==> src/hdl/owsm_pkg.sv <==
package owsm_pkg;

    localparam int TIME_W    = 10;
    localparam int NUM_REGS  = 8;
    localparam int REG_IDX_W = 3;

    // action codes on the input channel
    localparam logic [2:0] ACT_TICK    = 3'd0;
    localparam logic [2:0] ACT_RESET   = 3'd1;
    localparam logic [2:0] ACT_WR_BIT  = 3'd2;
    localparam logic [2:0] ACT_RD_BIT  = 3'd3;
    localparam logic [2:0] ACT_WR_BYTE = 3'd4;
    localparam logic [2:0] ACT_RD_BYTE = 3'd5;

    // register indexes
    localparam logic [REG_IDX_W-1:0] REG_RESET_LOW = 3'd0;
    localparam logic [REG_IDX_W-1:0] REG_PRES_WAIT = 3'd1;
    localparam logic [REG_IDX_W-1:0] REG_RESET_TAIL = 3'd2;
    localparam logic [REG_IDX_W-1:0] REG_WR0_LOW   = 3'd3;
    localparam logic [REG_IDX_W-1:0] REG_WR1_LOW   = 3'd4;
    localparam logic [REG_IDX_W-1:0] REG_RD_LOW    = 3'd5;
    localparam logic [REG_IDX_W-1:0] REG_RD_WAIT   = 3'd6;
    localparam logic [REG_IDX_W-1:0] REG_RD_TAIL   = 3'd7;

    // fixed write recovery times
    localparam logic [TIME_W-1:0] REC_ZERO_US = 10'd90;
    localparam logic [TIME_W-1:0] REC_ONE_US  = 10'd30;

    localparam logic [3:0] BITS_ONE  = 4'd1;
    localparam logic [3:0] BITS_BYTE = 4'd8;

    typedef enum logic [1:0] {
        CLS_TICK   = 2'd0,
        CLS_CMD    = 2'd1,
        CLS_IGNORE = 2'd2
    } cls_t;

    typedef enum logic [2:0] {
        CMD_RESET   = 3'd0,
        CMD_WR_BIT  = 3'd1,
        CMD_RD_BIT  = 3'd2,
        CMD_WR_BYTE = 3'd3,
        CMD_RD_BYTE = 3'd4
    } cmd_t;

    typedef struct packed {
        cls_t       cls;
        cmd_t       cmd;
        logic [7:0] tx_byte;
        logic       level;
    } item_t;

    // first member lands in the top bits
    typedef struct packed {
        logic       rejected;
        logic       presence;
        logic [7:0] rx_byte;
        logic       done_res;
        logic       busy_res;
        logic       drive_low;
    } res_t;

    typedef enum logic [8:0] {
        PH_IDLE     = 9'b000000001,
        PH_RST_LOW  = 9'b000000010,
        PH_RST_WAIT = 9'b000000100,
        PH_RST_TAIL = 9'b000001000,
        PH_WR_LOW   = 9'b000010000,
        PH_WR_REC   = 9'b000100000,
        PH_RD_LOW   = 9'b001000000,
        PH_RD_WAIT  = 9'b010000000,
        PH_RD_TAIL  = 9'b100000000
    } phase_t;

    function automatic logic [TIME_W-1:0] reg_default(input logic [REG_IDX_W-1:0] idx);
        logic [TIME_W-1:0] val;
        unique case (idx)
            REG_RESET_LOW:  val = 10'd500;
            REG_PRES_WAIT:  val = 10'd70;
            REG_RESET_TAIL: val = 10'd420;
            REG_WR0_LOW:    val = 10'd90;
            REG_WR1_LOW:    val = 10'd10;
            REG_RD_LOW:     val = 10'd2;
            REG_RD_WAIT:    val = 10'd11;
            REG_RD_TAIL:    val = 10'd47;
            default:        val = '0;
        endcase
        return val;
    endfunction

endpackage

==> src/hdl/owsm_front.sv <==
module owsm_front (
    input  logic              s_tvalid,
    output logic              s_tready,
    input  logic [15:0]       s_tdata,
    input  logic [2:0]        s_tuser,
    output logic              push,
    output owsm_pkg::item_t   push_item,
    input  logic              queue_full
);
    import owsm_pkg::*;

    always_comb begin
        push_item.tx_byte = s_tdata[7:0];
        push_item.level   = s_tdata[8];
        push_item.cls     = CLS_CMD;
        push_item.cmd     = CMD_RESET;
        unique case (s_tuser)
            ACT_TICK:    push_item.cls = CLS_TICK;
            ACT_RESET:   push_item.cmd = CMD_RESET;
            ACT_WR_BIT:  push_item.cmd = CMD_WR_BIT;
            ACT_RD_BIT:  push_item.cmd = CMD_RD_BIT;
            ACT_WR_BYTE: push_item.cmd = CMD_WR_BYTE;
            ACT_RD_BYTE: push_item.cmd = CMD_RD_BYTE;
            default:     push_item.cls = CLS_IGNORE;
        endcase
    end

    assign s_tready = !queue_full;
    assign push     = s_tvalid && !queue_full;

endmodule

==> src/hdl/owsm_queue.sv <==
module owsm_queue #(
    parameter int DEPTH = 4
) (
    input  logic            aclk,
    input  logic            aresetn,
    input  logic            push,
    input  owsm_pkg::item_t push_item,
    output logic            full,
    input  logic            pop,
    output logic            not_empty,
    output owsm_pkg::item_t head_item
);
    import owsm_pkg::*;

    localparam int PTR_W = (DEPTH > 1) ? $clog2(DEPTH) : 1;
    localparam int CNT_W = $clog2(DEPTH + 1);
    localparam logic [PTR_W-1:0] LAST = PTR_W'(DEPTH - 1);
    localparam logic [CNT_W-1:0] FULL_CNT = CNT_W'(DEPTH);

    item_t             mem [DEPTH];
    logic [PTR_W-1:0]  wr_ptr_reg, wr_ptr_next;
    logic [PTR_W-1:0]  rd_ptr_reg, rd_ptr_next;
    logic [CNT_W-1:0]  count_reg, count_next;

    assign full      = (count_reg == FULL_CNT);
    assign not_empty = (count_reg != '0);
    assign head_item = mem[rd_ptr_reg];

    always_comb begin
        wr_ptr_next = wr_ptr_reg;
        rd_ptr_next = rd_ptr_reg;
        count_next  = count_reg;
        if (push) begin
            wr_ptr_next = (wr_ptr_reg == LAST) ? '0 : wr_ptr_reg + 1'b1;
        end
        if (pop) begin
            rd_ptr_next = (rd_ptr_reg == LAST) ? '0 : rd_ptr_reg + 1'b1;
        end
        if (push && !pop) begin
            count_next = count_reg + 1'b1;
        end else if (pop && !push) begin
            count_next = count_reg - 1'b1;
        end
    end

    always_ff @(posedge aclk) begin
        if (push) begin
            mem[wr_ptr_reg] <= push_item;
        end
    end

    always_ff @(posedge aclk) begin
        if (!aresetn) begin
            wr_ptr_reg <= '0;
            rd_ptr_reg <= '0;
            count_reg  <= '0;
        end else begin
            wr_ptr_reg <= wr_ptr_next;
            rd_ptr_reg <= rd_ptr_next;
            count_reg  <= count_next;
        end
    end

endmodule

==> src/hdl/owsm_back.sv <==
module owsm_back (
    input  logic                               aclk,
    input  logic                               aresetn,
    input  logic                               cfg_we,
    input  logic [owsm_pkg::REG_IDX_W-1:0]     cfg_index,
    input  logic [owsm_pkg::TIME_W-1:0]        cfg_data,
    input  logic                               item_valid,
    input  owsm_pkg::item_t                    item,
    output logic                               pop,
    output logic                               m_tvalid,
    input  logic                               m_tready,
    output owsm_pkg::res_t                     m_res
);
    import owsm_pkg::*;

    logic [TIME_W-1:0] cfg_reg [NUM_REGS];

    phase_t            phase_reg, phase_next;
    logic [TIME_W-1:0] cnt_reg, cnt_next;
    logic [3:0]        bits_reg, bits_next;
    logic [7:0]        shift_reg, shift_next;
    logic [7:0]        rx_reg, rx_next;
    logic              pres_reg, pres_next;
    logic              rd_byte_reg, rd_byte_next;

    logic              m_valid_reg;
    res_t              m_res_reg, m_res_next;

    logic              done;
    logic              rej;

    assign pop      = item_valid && (!m_valid_reg || m_tready);
    assign m_tvalid = m_valid_reg;
    assign m_res    = m_res_reg;

    always_comb begin
        logic [TIME_W-1:0] cnt_dec;
        logic [3:0]        bits_dec;
        logic [7:0]        shift_dec;

        phase_next   = phase_reg;
        cnt_next     = cnt_reg;
        bits_next    = bits_reg;
        shift_next   = shift_reg;
        rx_next      = rx_reg;
        pres_next    = pres_reg;
        rd_byte_next = rd_byte_reg;
        done         = 1'b0;
        rej          = 1'b0;
        cnt_dec      = (cnt_reg != '0) ? cnt_reg - 1'b1 : '0;
        bits_dec     = bits_reg - 1'b1;
        shift_dec    = shift_reg >> 1;

        if (pop) begin
            unique case (item.cls)
                CLS_TICK: begin
                    if (phase_reg != PH_IDLE) begin
                        cnt_next = cnt_dec;
                        if (cnt_dec == '0) begin
                            unique case (phase_reg)
                                PH_RST_LOW: begin
                                    phase_next = PH_RST_WAIT;
                                    cnt_next   = cfg_reg[REG_PRES_WAIT];
                                end
                                PH_RST_WAIT: begin
                                    pres_next  = !item.level;
                                    phase_next = PH_RST_TAIL;
                                    cnt_next   = cfg_reg[REG_RESET_TAIL];
                                end
                                PH_RST_TAIL: begin
                                    phase_next = PH_IDLE;
                                    done       = 1'b1;
                                end
                                PH_WR_LOW: begin
                                    phase_next = PH_WR_REC;
                                    cnt_next   = shift_reg[0] ? REC_ONE_US : REC_ZERO_US;
                                end
                                PH_WR_REC: begin
                                    shift_next = shift_dec;
                                    bits_next  = bits_dec;
                                    if (bits_dec != '0) begin
                                        phase_next = PH_WR_LOW;
                                        cnt_next   = shift_dec[0] ? cfg_reg[REG_WR1_LOW]
                                                                  : cfg_reg[REG_WR0_LOW];
                                    end else begin
                                        phase_next = PH_IDLE;
                                        done       = 1'b1;
                                    end
                                end
                                PH_RD_LOW: begin
                                    phase_next = PH_RD_WAIT;
                                    cnt_next   = cfg_reg[REG_RD_WAIT];
                                end
                                PH_RD_WAIT: begin
                                    // byte reads shift in from the top, LSB first
                                    rx_next    = rd_byte_reg ? {item.level, rx_reg[7:1]}
                                                             : {7'd0, item.level};
                                    phase_next = PH_RD_TAIL;
                                    cnt_next   = cfg_reg[REG_RD_TAIL];
                                end
                                PH_RD_TAIL: begin
                                    bits_next = bits_dec;
                                    if (bits_dec != '0) begin
                                        phase_next = PH_RD_LOW;
                                        cnt_next   = cfg_reg[REG_RD_LOW];
                                    end else begin
                                        phase_next = PH_IDLE;
                                        done       = 1'b1;
                                    end
                                end
                                default: begin
                                    phase_next = PH_IDLE;
                                    cnt_next   = '0;
                                end
                            endcase
                        end
                    end
                end
                CLS_CMD: begin
                    if (phase_reg != PH_IDLE) begin
                        rej = 1'b1;
                    end else begin
                        rd_byte_next = (item.cmd == CMD_RD_BYTE);
                        unique case (item.cmd)
                            CMD_RESET: begin
                                pres_next  = 1'b0;
                                phase_next = PH_RST_LOW;
                                cnt_next   = cfg_reg[REG_RESET_LOW];
                            end
                            CMD_WR_BIT: begin
                                shift_next = {7'd0, item.tx_byte[0]};
                                bits_next  = BITS_ONE;
                                phase_next = PH_WR_LOW;
                                cnt_next   = item.tx_byte[0] ? cfg_reg[REG_WR1_LOW]
                                                             : cfg_reg[REG_WR0_LOW];
                            end
                            CMD_RD_BIT: begin
                                rx_next    = '0;
                                bits_next  = BITS_ONE;
                                phase_next = PH_RD_LOW;
                                cnt_next   = cfg_reg[REG_RD_LOW];
                            end
                            CMD_WR_BYTE: begin
                                shift_next = item.tx_byte;
                                bits_next  = BITS_BYTE;
                                phase_next = PH_WR_LOW;
                                cnt_next   = item.tx_byte[0] ? cfg_reg[REG_WR1_LOW]
                                                             : cfg_reg[REG_WR0_LOW];
                            end
                            CMD_RD_BYTE: begin
                                rx_next    = '0;
                                bits_next  = BITS_BYTE;
                                phase_next = PH_RD_LOW;
                                cnt_next   = cfg_reg[REG_RD_LOW];
                            end
                            default: ;
                        endcase
                    end
                end
                CLS_IGNORE: ;
                default: ;
            endcase
        end

        m_res_next.drive_low = (phase_next == PH_RST_LOW) || (phase_next == PH_WR_LOW)
                               || (phase_next == PH_RD_LOW);
        m_res_next.busy_res  = (phase_next != PH_IDLE);
        m_res_next.done_res  = done;
        m_res_next.rx_byte   = rx_next;
        m_res_next.presence  = pres_next;
        m_res_next.rejected  = rej;
    end

    always_ff @(posedge aclk) begin
        if (!aresetn) begin
            for (int i = 0; i < NUM_REGS; i++) begin
                cfg_reg[i] <= reg_default(REG_IDX_W'(i));
            end
        end else if (cfg_we) begin
            cfg_reg[cfg_index] <= cfg_data;
        end
    end

    always_ff @(posedge aclk) begin
        if (!aresetn) begin
            phase_reg   <= PH_IDLE;
            cnt_reg     <= '0;
            bits_reg    <= '0;
            shift_reg   <= '0;
            rx_reg      <= '0;
            pres_reg    <= 1'b0;
            rd_byte_reg <= 1'b0;
            m_valid_reg <= 1'b0;
        end else begin
            phase_reg   <= phase_next;
            cnt_reg     <= cnt_next;
            bits_reg    <= bits_next;
            shift_reg   <= shift_next;
            rx_reg      <= rx_next;
            pres_reg    <= pres_next;
            rd_byte_reg <= rd_byte_next;
            if (pop) begin
                m_valid_reg <= 1'b1;
            end else if (m_tready) begin
                m_valid_reg <= 1'b0;
            end
        end
    end

    always_ff @(posedge aclk) begin
        if (pop) begin
            m_res_reg <= m_res_next;
        end
    end

    a_done_idle: assert property (@(posedge aclk) disable iff (!aresetn)
        m_valid_reg && m_res_reg.done_res |-> !m_res_reg.busy_res && !m_res_reg.drive_low)
        else $error("done reported while still busy");

    a_reject_busy: assert property (@(posedge aclk) disable iff (!aresetn)
        pop && item.cls == CLS_CMD && phase_reg != PH_IDLE |=> m_res_reg.rejected)
        else $error("command while busy not rejected");

    a_idle_tick: assert property (@(posedge aclk) disable iff (!aresetn)
        pop && item.cls == CLS_TICK && phase_reg == PH_IDLE |=>
            phase_reg == PH_IDLE && $stable(rx_reg) && $stable(pres_reg))
        else $error("idle tick changed state");

    a_bits_range: assert property (@(posedge aclk) disable iff (!aresetn)
        bits_reg <= BITS_BYTE)
        else $error("bit count out of range");

    a_hold_no_pop: assert property (@(posedge aclk) disable iff (!aresetn)
        !pop |=> $stable(phase_reg) && $stable(cnt_reg))
        else $error("slot state moved without an item");

endmodule

==> src/hdl/one_wire_slot_master_unit.sv <==
// 1-Wire slot master.
// Input channel s_*: one item per microsecond tick (tuser = 0, tdata[8] = sampled bus level)
// or a command (tuser 1 reset/presence, 2 write bit, 3 read bit, 4 write byte, 5 read byte;
// tdata[7:0] = byte to send). Codes 6 and 7 are ignored but still answered.
// Result channel m_*: exactly one result item per input item, in order, carrying the bus
// drive, busy, done pulse, received byte, presence flag and a reject flag for commands
// that arrive while a slot sequence runs.
// Config port: cfg_we/cfg_index/cfg_data write the eight 10-bit timing registers;
// write only while no command is running.
// Throughput is one item per clock while m_tready is high. An accepted item passes
// through the QUEUE_DEPTH-entry queue and then the slot engine, whose result lands in
// the output register. The engine updates its whole state once per item.
// When m_tready is low the output register holds and the queue fills; s_tready drops
// once the queue is full, so nothing is lost.
// Reset (aresetn low, synchronous): timing registers return to their defaults, the
// engine goes idle with presence and received byte cleared, queue and output empty.
module one_wire_slot_master_unit #(
    parameter int QUEUE_DEPTH = 4
) (
    input  logic        aclk,
    input  logic        aresetn,
    input  logic        s_tvalid,
    output logic        s_tready,
    input  logic [15:0] s_tdata,   // [7:0] tx_byte, [8] bus_level, [15:9] zero
    input  logic [2:0]  s_tuser,   // [2:0] action
    output logic        m_tvalid,
    input  logic        m_tready,
    output logic [15:0] m_tdata,   // [0] drive_low, [1] busy_res, [2] done_res,
                                   // [10:3] rx_byte, [11] presence, [12] rejected
    input  logic        cfg_we,
    input  logic [2:0]  cfg_index,
    input  logic [9:0]  cfg_data
);
    import owsm_pkg::*;

    logic  push;
    item_t push_item;
    logic  queue_full;
    logic  pop;
    logic  queue_valid;
    item_t head_item;
    res_t  res;

    owsm_front u_front (
        .s_tvalid   (s_tvalid),
        .s_tready   (s_tready),
        .s_tdata    (s_tdata),
        .s_tuser    (s_tuser),
        .push       (push),
        .push_item  (push_item),
        .queue_full (queue_full)
    );

    owsm_queue #(
        .DEPTH (QUEUE_DEPTH)
    ) u_queue (
        .aclk      (aclk),
        .aresetn   (aresetn),
        .push      (push),
        .push_item (push_item),
        .full      (queue_full),
        .pop       (pop),
        .not_empty (queue_valid),
        .head_item (head_item)
    );

    owsm_back u_back (
        .aclk       (aclk),
        .aresetn    (aresetn),
        .cfg_we     (cfg_we),
        .cfg_index  (cfg_index),
        .cfg_data   (cfg_data),
        .item_valid (queue_valid),
        .item       (head_item),
        .pop        (pop),
        .m_tvalid   (m_tvalid),
        .m_tready   (m_tready),
        .m_res      (res)
    );

    assign m_tdata = {3'd0, res};

endmodule
==> config.mk <==
export PLATFORM = sky130hd
export DESIGN_NAME = one_wire_slot_master_unit
export DESIGN_NICKNAME = d
export VERILOG_FILES = /design/src/hdl/owsm_pkg.sv /design/src/hdl/owsm_front.sv /design/src/hdl/owsm_queue.sv /design/src/hdl/owsm_back.sv /design/src/hdl/one_wire_slot_master_unit.sv
export SDC_FILE = /design/constraint.sdc
export NUM_CORES = 1
export LEC_CHECK = 0
export ABC_AREA = 1
export BUFFER_PORTS_ARGS = -buffer_cell sky130_fd_sc_hd__buf_2
export CAP_MARGIN = 40
export CELL_PAD_IN_SITES_DETAIL_PLACEMENT = 0
export CELL_PAD_IN_SITES_GLOBAL_PLACEMENT = 1
export CORE_UTILIZATION = 51
export CTS_CLUSTER_SIZE = 12
export DETAILED_ROUTE_END_ITERATION = 6
export GPL_TIMING_DRIVEN = 0
export PLACE_DENSITY = 0.88
export SETUP_SLACK_MARGIN = 0.5
export SYNTH_ARGS = -nofsm -noshare
export SYNTH_HDL_FRONTEND = slang
export SYNTH_SLANG_ARGS = --single-unit
==> constraint.sdc <==
create_clock -name aclk -period 3.6 [get_ports aclk]
set_input_delay 0.36 -clock aclk [delete_from_list [all_inputs] [get_ports aclk]]
set_output_delay 0.36 -clock aclk [all_outputs]
set_load 0.005 [all_outputs]
==> metrics.csv, run 1 <==
metric,value,unit
status,completed,
Clock Latency Late Sink,0.45,ns
maxcap violations,0,
Post-CTS Resized,0,
largest fanout on the critical path,10,
layout cells sized above 1,0.133,
Synth Instances,1155,
"commonest cells after routing, fill and taps aside","nand2_1 (270), nor2_1 (162), edfxtp_1 (149)",
Post-DRT Antenna Nets,0,
Crit-path slowest cell,dfxtp_1,
critical path arrival,3.13,ns
Area Overhead vs Synth,12.5,%
Final Net Count,1272,
CTS H-tree depth,4,
Die H,143,microns
Post-CTS Setup Bufs,0,
Pwr per Cell Area,899,mW/mm^2
Netlist cell types,59,
Max Fclk,354,MHz
initial drt markers,930,
clk_skew,0.00978,ns
"most common cell after layout, fill and taps aside",nand2_1,
crit path launch type,flip-flop,
Synth top area share,0.440,
Synth Area per Inst,8.81,sq um
die area,0.0205,sq mm
"EDFF count, synth",149,
initial core utilization,0.521,
gr ovfl total,0,
Tmin final,2.82,ns
clk buf depth,2,
clock slew at reported path FFs,0.08,ns
# DRC,0,
Std-Cell Rows,51,
Power Total,0.0103,W
CTS tree,done,
CTS Root Buffer Type,clkbuf_16,
ys async rst share,0,
I/O Pins,55,
Max Slew Vio Count,0,
CP endpoint kind,flip-flop,
max FFs per register,80,
Final Setup Violations,0,
TritonRoute pass-1 iters,6,
DIE WIDTH,143,microns
antenna violations before repair,0,
Worst-Margin Slew,0.775,ns
placed cell count,1469,
diode count,0,
Most common cell on crit path,nand2_1,
post-synthesis sequential area ratio,0.540,
via/cell ratio,5.52,
post-detail-place hpwl,19.3,mm
Slew headroom,0.483,
clock sink count,200,
vias in the first global route,7678,
cell area after synthesis,0.0102,sq mm
Yosys top cell by area,edfxtp_1,
Synth Warn #,0,
total core area,0.0195,sq mm
first-pass GRT wire length,41.0,mm
final non-filler cell total,1502,
Hold Path Class,in -> reg,
Final Wtd Congestion,0.916,
"FF+latch count, synth",200,
I/O Buffers,43,
RSZ-0062 raised after global routing,false,
routed wire length,26.2,mm
Hold Fails Final Rpt,0,
DR vias,8287,
Sum Neg Setup Slack,0,ns
CP peak stage delay,0.45,ns
CTS Hold Bufs,0,
ys flop type,edfxtp_1,
fin crit share,0.784,
LEAKAGE,4.70,nW
All-Layer GR Usage,0.268,
crit path kind,reg -> reg,
"Req. time, crit path",3.91,ns
CTS buffer count,17,
WL per Instance,17.4,microns
"critical path, cell by cell",inv_1 -> nand2_1 -> nor2_1 -> nand3_1 -> clkinv_1 -> nand2_1 -> o21ai_0 -> nor3_1 -> o21ai_0 -> nand2_1 -> nand3_1 -> nand2_1 -> a21oi_1,
synth top area cells,"edfxtp_1 (44%), dfxtp_1 (10%), nand2_1 (10%)",
maximum vdd drop,414,uV
largest net degree at the start of global routing,23,
[final timing paths]
check	from	end	slack [ns]	cells past startpoint
setup / recovery	u_back.phase_reg[8]	u_back.cnt_reg[0]	0.78	13
hold / removal	s_tdata[5]	u_queue.mem[2][6]	0.12	1
setup reg to reg	u_back.phase_reg[8]	u_back.cnt_reg[0]	0.78	13
hold reg to reg	u_back.bits_reg[3]	u_back.bits_reg[3]	0.48	2
[cells by family (layout without fill, tap and decap cells)]
group / after synthesis / in the layout / share of synthesized area
and+or+nand+nor: 554 / 554 / 0.246
AOI/OAI and AO/OA: 206 / 206 / 0.124
DFF: 200 / 200 / 0.540
buffers and inverters: 179 / 259 / 0.0712
adders and majority gates: 11 / 11 / 0.0143
xor gates and xnor gates: 3 / 3 / 0.00258
other: 1 / 3 / 0.000369
muxes: 1 / 1 / 0.000984
[worst max-delay path, delay by kind of cell (launching register included)]
kind | cells | cell delay [ns]
AOI/OAI and AO/OA | 3 | 0.33
buffers and inverters | 2 | 0.57
DFF | 1 | 0.45
and+or+nand+nor | 8 | 1.33
[layout make-up]
cell class | instances | area, sq um
inverter | 148 | 556
sequential | 200 | 5500
tap | 265 | 332
multi-input combinational | 778 | 3960
fill | 1795 | 8080
clock inverter | 15 | 236
timing repair buffer | 48 | 268
buffer | 31 | 169
clock buffer | 17 | 425
[per-stage QoR]
step	setup slack, ns	hold slack [ns]	util	instance area, sq um
2_1_floorplan	1.19	0.436	-	10200
3_3_place_gp	0.434	0.451	0.549	10700
3_5_place_dp	0.842	0.460	0.551	10800
4_1_cts	0.826	0.115	0.585	11400
5_1_grt	0.547	0.117	0.586	11400
6_report	0.777	0.120	0.586	11400
[synthesized netlist by cell type, types with 4 or more instances]
library cell,number
o211ai_1,10
edfxtp_1,149
clkinv_1,9
nand2_1,270
buf_2,6
nand3_2,5
inv_1,123
a22oi_1,6
a21oi_1,67
nand2_2,7
nand3_1,42
a221oi_1,8
clkbuf_1,14
buf_4,6
ha_1,10
o2111ai_1,6
o221ai_1,4
o21ai_0,57
nor3_1,13
nand4_1,16
o21ai_1,7
dfxtp_1,51
nor2_1,163
o211a_1,6
nor2_4,7
o22ai_1,14
a211oi_1,5
nor2_2,11
inv_2,16
[metal layers]
metal / vias up / global-route usage / share of wire
met1: 3891 / 0.369 / 0.44
met4: 0 / 0.0957 / 0.024
li1: 4034 / - / -
met5: - / 0 / 0
met3: 48 / 0.0480 / 0.069
met2: 314 / 0.425 / 0.47
[where the power goes]
group	switching (W)	internal (W)
clock	0.000992	0.00109
combinational	0.00362	0.00151
sequential	0.000202	0.00287
total	0.00481	0.00547
Note: power is estimated with default switching activity, not from simulation.
==> inputs of run 2 (changes only) <==
--- a/config.mk
+++ b/config.mk
@@ -10,11 +10,11 @@
 export CAP_MARGIN = 40
 export CELL_PAD_IN_SITES_DETAIL_PLACEMENT = 0
 export CELL_PAD_IN_SITES_GLOBAL_PLACEMENT = 1
-export CORE_UTILIZATION = 51
+export CORE_UTILIZATION = 47
 export CTS_CLUSTER_SIZE = 12
 export DETAILED_ROUTE_END_ITERATION = 6
 export GPL_TIMING_DRIVEN = 0
-export PLACE_DENSITY = 0.88
+export PLACE_DENSITY = 0.83
 export SETUP_SLACK_MARGIN = 0.5
 export SYNTH_ARGS = -nofsm -noshare
 export SYNTH_HDL_FRONTEND = slang
==> constraint.sdc (replaced) <==
create_clock -name aclk -period 2.6 [get_ports aclk]
set_input_delay 0.26 -clock aclk [delete_from_list [all_inputs] [get_ports aclk]]
set_output_delay 0.26 -clock aclk [all_outputs]
set_load 0.005 [all_outputs]
==> run 2 against run 1 <==
Against the previous run: power grew 76%; via count grew 6.3%; first-iteration DRC count shrank 39%; largest power group unchanged.
==> metrics.csv, run 2 (synthesized netlist as in run 1, its figures left out) <==
metric,value,unit,change
largest delay contributor family on the critical path,simple AND/OR/NAND/NOR gates,,
Worst-Margin Slew,0.850,ns,+0.0755 ns
total core area,0.0212,sq mm,+8.3%
final core occ,0.623,,+0.0373
LEAKAGE,5.35,nW,+14%
"most common cell after layout, fill and taps aside",nand2_1,,
maximum vdd drop,1040,uV,+150%
die area,0.0222,sq mm,+8.4%
Flop pwr share,0.240,,-0.059
Pwr per Cell Area,1370,mW/mm^2,+53%
Max Fclk,414,MHz,+17%
largest fanout on the critical path,6,,-4
diode count,0,,unchanged
Net Sw Power,0.00811,W,+68%
logic gate share of total power,0.610,,+0.111
CP peak stage delay,0.37,ns,-0.08 ns
I/O Buffers,43,,unchanged
maxcap violations,0,,unchanged
"Req. time, crit path",2.78,ns,-1.13 ns
CTS buffer count,17,,unchanged
CTS Root Buffer Type,clkbuf_16,,
Pint,0.00999,W,+82%
antenna violations before repair,0,,unchanged
largest net degree at the start of global routing,19,,-17%
clock sink count,200,,unchanged
Die H,149,microns,+4.1%
crit path kind,reg -> reg,,
final non-filler cell total,1604,,+6.8%
clock slew at reported path FFs,0.07,ns,about the same
clk_skew,0.0108,ns,+0.00107 ns
fillcell total,1751,,-2.5%
Hold Fails Final Rpt,0,,unchanged
WL per Instance,18.4,microns,+5.6%
Post-DRT Antenna Nets,0,,unchanged
Final Wtd Congestion,0.939,,+2.5%
vias in the first global route,8310,,+8.2%
CTS tree,done,,
Clock power frac,0.150,,-0.053
via/cell ratio,5.49,,-0.46%
DR vias,8809,,+6.3%
DIE WIDTH,149,microns,+4.1%
CTS Hold Bufs,0,,unchanged
Net Sw Frac,0.448,,-0.0200
Most common cell on crit path,nand2_1,,
first-pass GRT wire length,45.1,mm,+10%
max FFs per register,80,,unchanged
status,completed,,
Reg area,0.00554,sq mm,+0.77%
Area Overhead vs Synth,29.6,%,
Std-Cell Rows,53,,+3.9%
critical path arrival,2.59,ns,-0.54 ns
Tmin final,2.41,ns,-0.409 ns
post-detail-place hpwl,19.6,mm,+1.7%
layout cells sized above 1,0.309,,+0.176
clk buf depth,2,,unchanged
Crit-path slowest cell,dfxtp_4,,
placed cell count,1480,,+0.75%
initial core utilization,0.481,,-0.0401
hold_ws,0.0379,ns,-0.0818 ns
Hold Path Class,in -> reg,,
TritonRoute pass-1 iters,5,,-1
# DRC,0,,unchanged
gr ovfl total,0,,unchanged
CP endpoint kind,flip-flop,,
"commonest cells after routing, fill and taps aside","nand2_1 (241), nor2_1 (149), edfxtp_1 (149)",,
initial drt markers,565,,-39%
Max Slew Vio Count,0,,unchanged
multi-input logic area,0.00476,sq mm,+20%
fin crit share,0.928,,+0.144
"critical path, cell by cell",inv_4 -> ha_4 -> nand2_1 -> nor2_2 -> nand3_4 -> nand3_4 -> nand2_1 -> nor2_4 -> nand3_4 -> o211ai_1 -> nand2_1 -> nor2_1 -> nand2_1 -> nor2_1 -> nand3_1,,
Clock Latency Late Sink,0.44,ns,about the same
Power Total,0.0181,W,+76%
Worst Path Buf+Inv,1,,-1
Final Net Count,1364,,+7.2%
I/O Pins,55,,unchanged
All-Layer GR Usage,0.273,,+0.00479
RSZ-0062 raised after global routing,true,,
CTS H-tree depth,4,,unchanged
crit path launch type,flip-flop,,
Slew headroom,0.431,,-0.0521
Final Setup Violations,0,,unchanged
routed wire length,29.5,mm,+13%
[run 2: changes by cell type in the layout (fill, tap and decap cells not counted), sizes merged]
cell | previous run | this run
a31oi | 2 | 3
buf | 65 | 154
clkinvlp | 0 | 4
bufbuf | 0 | 1
clkinv | 15 | 16
inv | 146 | 139
clkbuf | 31 | 34
[run 2: repair_timing]
| item | CTS | global route |
|---|---|---|
| endpoints found under the hold margin | 0 | 0 |
| setup buffers | 69 | 18 |
| pin swaps | 74 | 33 |
| gates cloned | 4 | 1 |
| setup endpoints to repair | 57 | 64 |
| resized for setup | 196 | 73 |
[run 2: worst paths after layout]
| path | from | end | slack, ns | cells after the start |
|---|---|---|---|---|
| worst min register to register | u_back.bits_reg[3] | u_back.bits_reg[3] | 0.47 | 2 |
| worst max-delay path | u_back.cnt_reg[1] | u_back.m_res[1] | 0.19 | 15 |
| worst max register to register | u_back.cnt_reg[1] | u_back.m_res[1] | 0.19 | 15 |
| worst min-delay path | s_tdata[5] | u_queue.mem[0][6] | 0.04 | 1 |
[run 2: through the flow]
step	area, sq um	setup TNS [ns]	setup WS, ns
floorplan	10300	0	0.460
global placement	10800	-2.14	-0.250
detailed placement	10900	-3.05	-0.318
CTS	12800	0	0.222
global route	13200	0	0.0170
finish	13200	0	0.187
[run 2: metal layers]
layer	vias up	routed length, microns	track usage
met5	-	0	0
met2	322	13800	0.445
met3	64	2000	0.0587
li1	4221	-	-
met4	0	929	0.103
met1	4202	12800	0.356
[run 2: power groups by stage]
| stage | Sequential (W) | Clock (W) | Combinational (W) |
|---|---|---|---|
| CTS | 0.00429 | 0.00272 | 0.00980 |
| global route | 0.00439 | 0.00284 | 0.0118 |
| finish | 0.00434 | 0.00271 | 0.0110 |
| global placement | 0.00432 | 0 | 0.00718 |
| detailed placement | 0.00433 | 0 | 0.00727 |
| floorplan | 0.00428 | 0 | 0.00544 |
[run 2: cell type report]
class,count,share of cell area
Sequential cell,200,0.420
Clock inverter,13,0.0127
Inverter,148,0.0468
Multi-Input combinational cell,779,0.361
Clock buffer,19,0.0328
Tap cell,275,0.0261
Timing Repair Buffer,139,0.0806
Buffer,31,0.0202
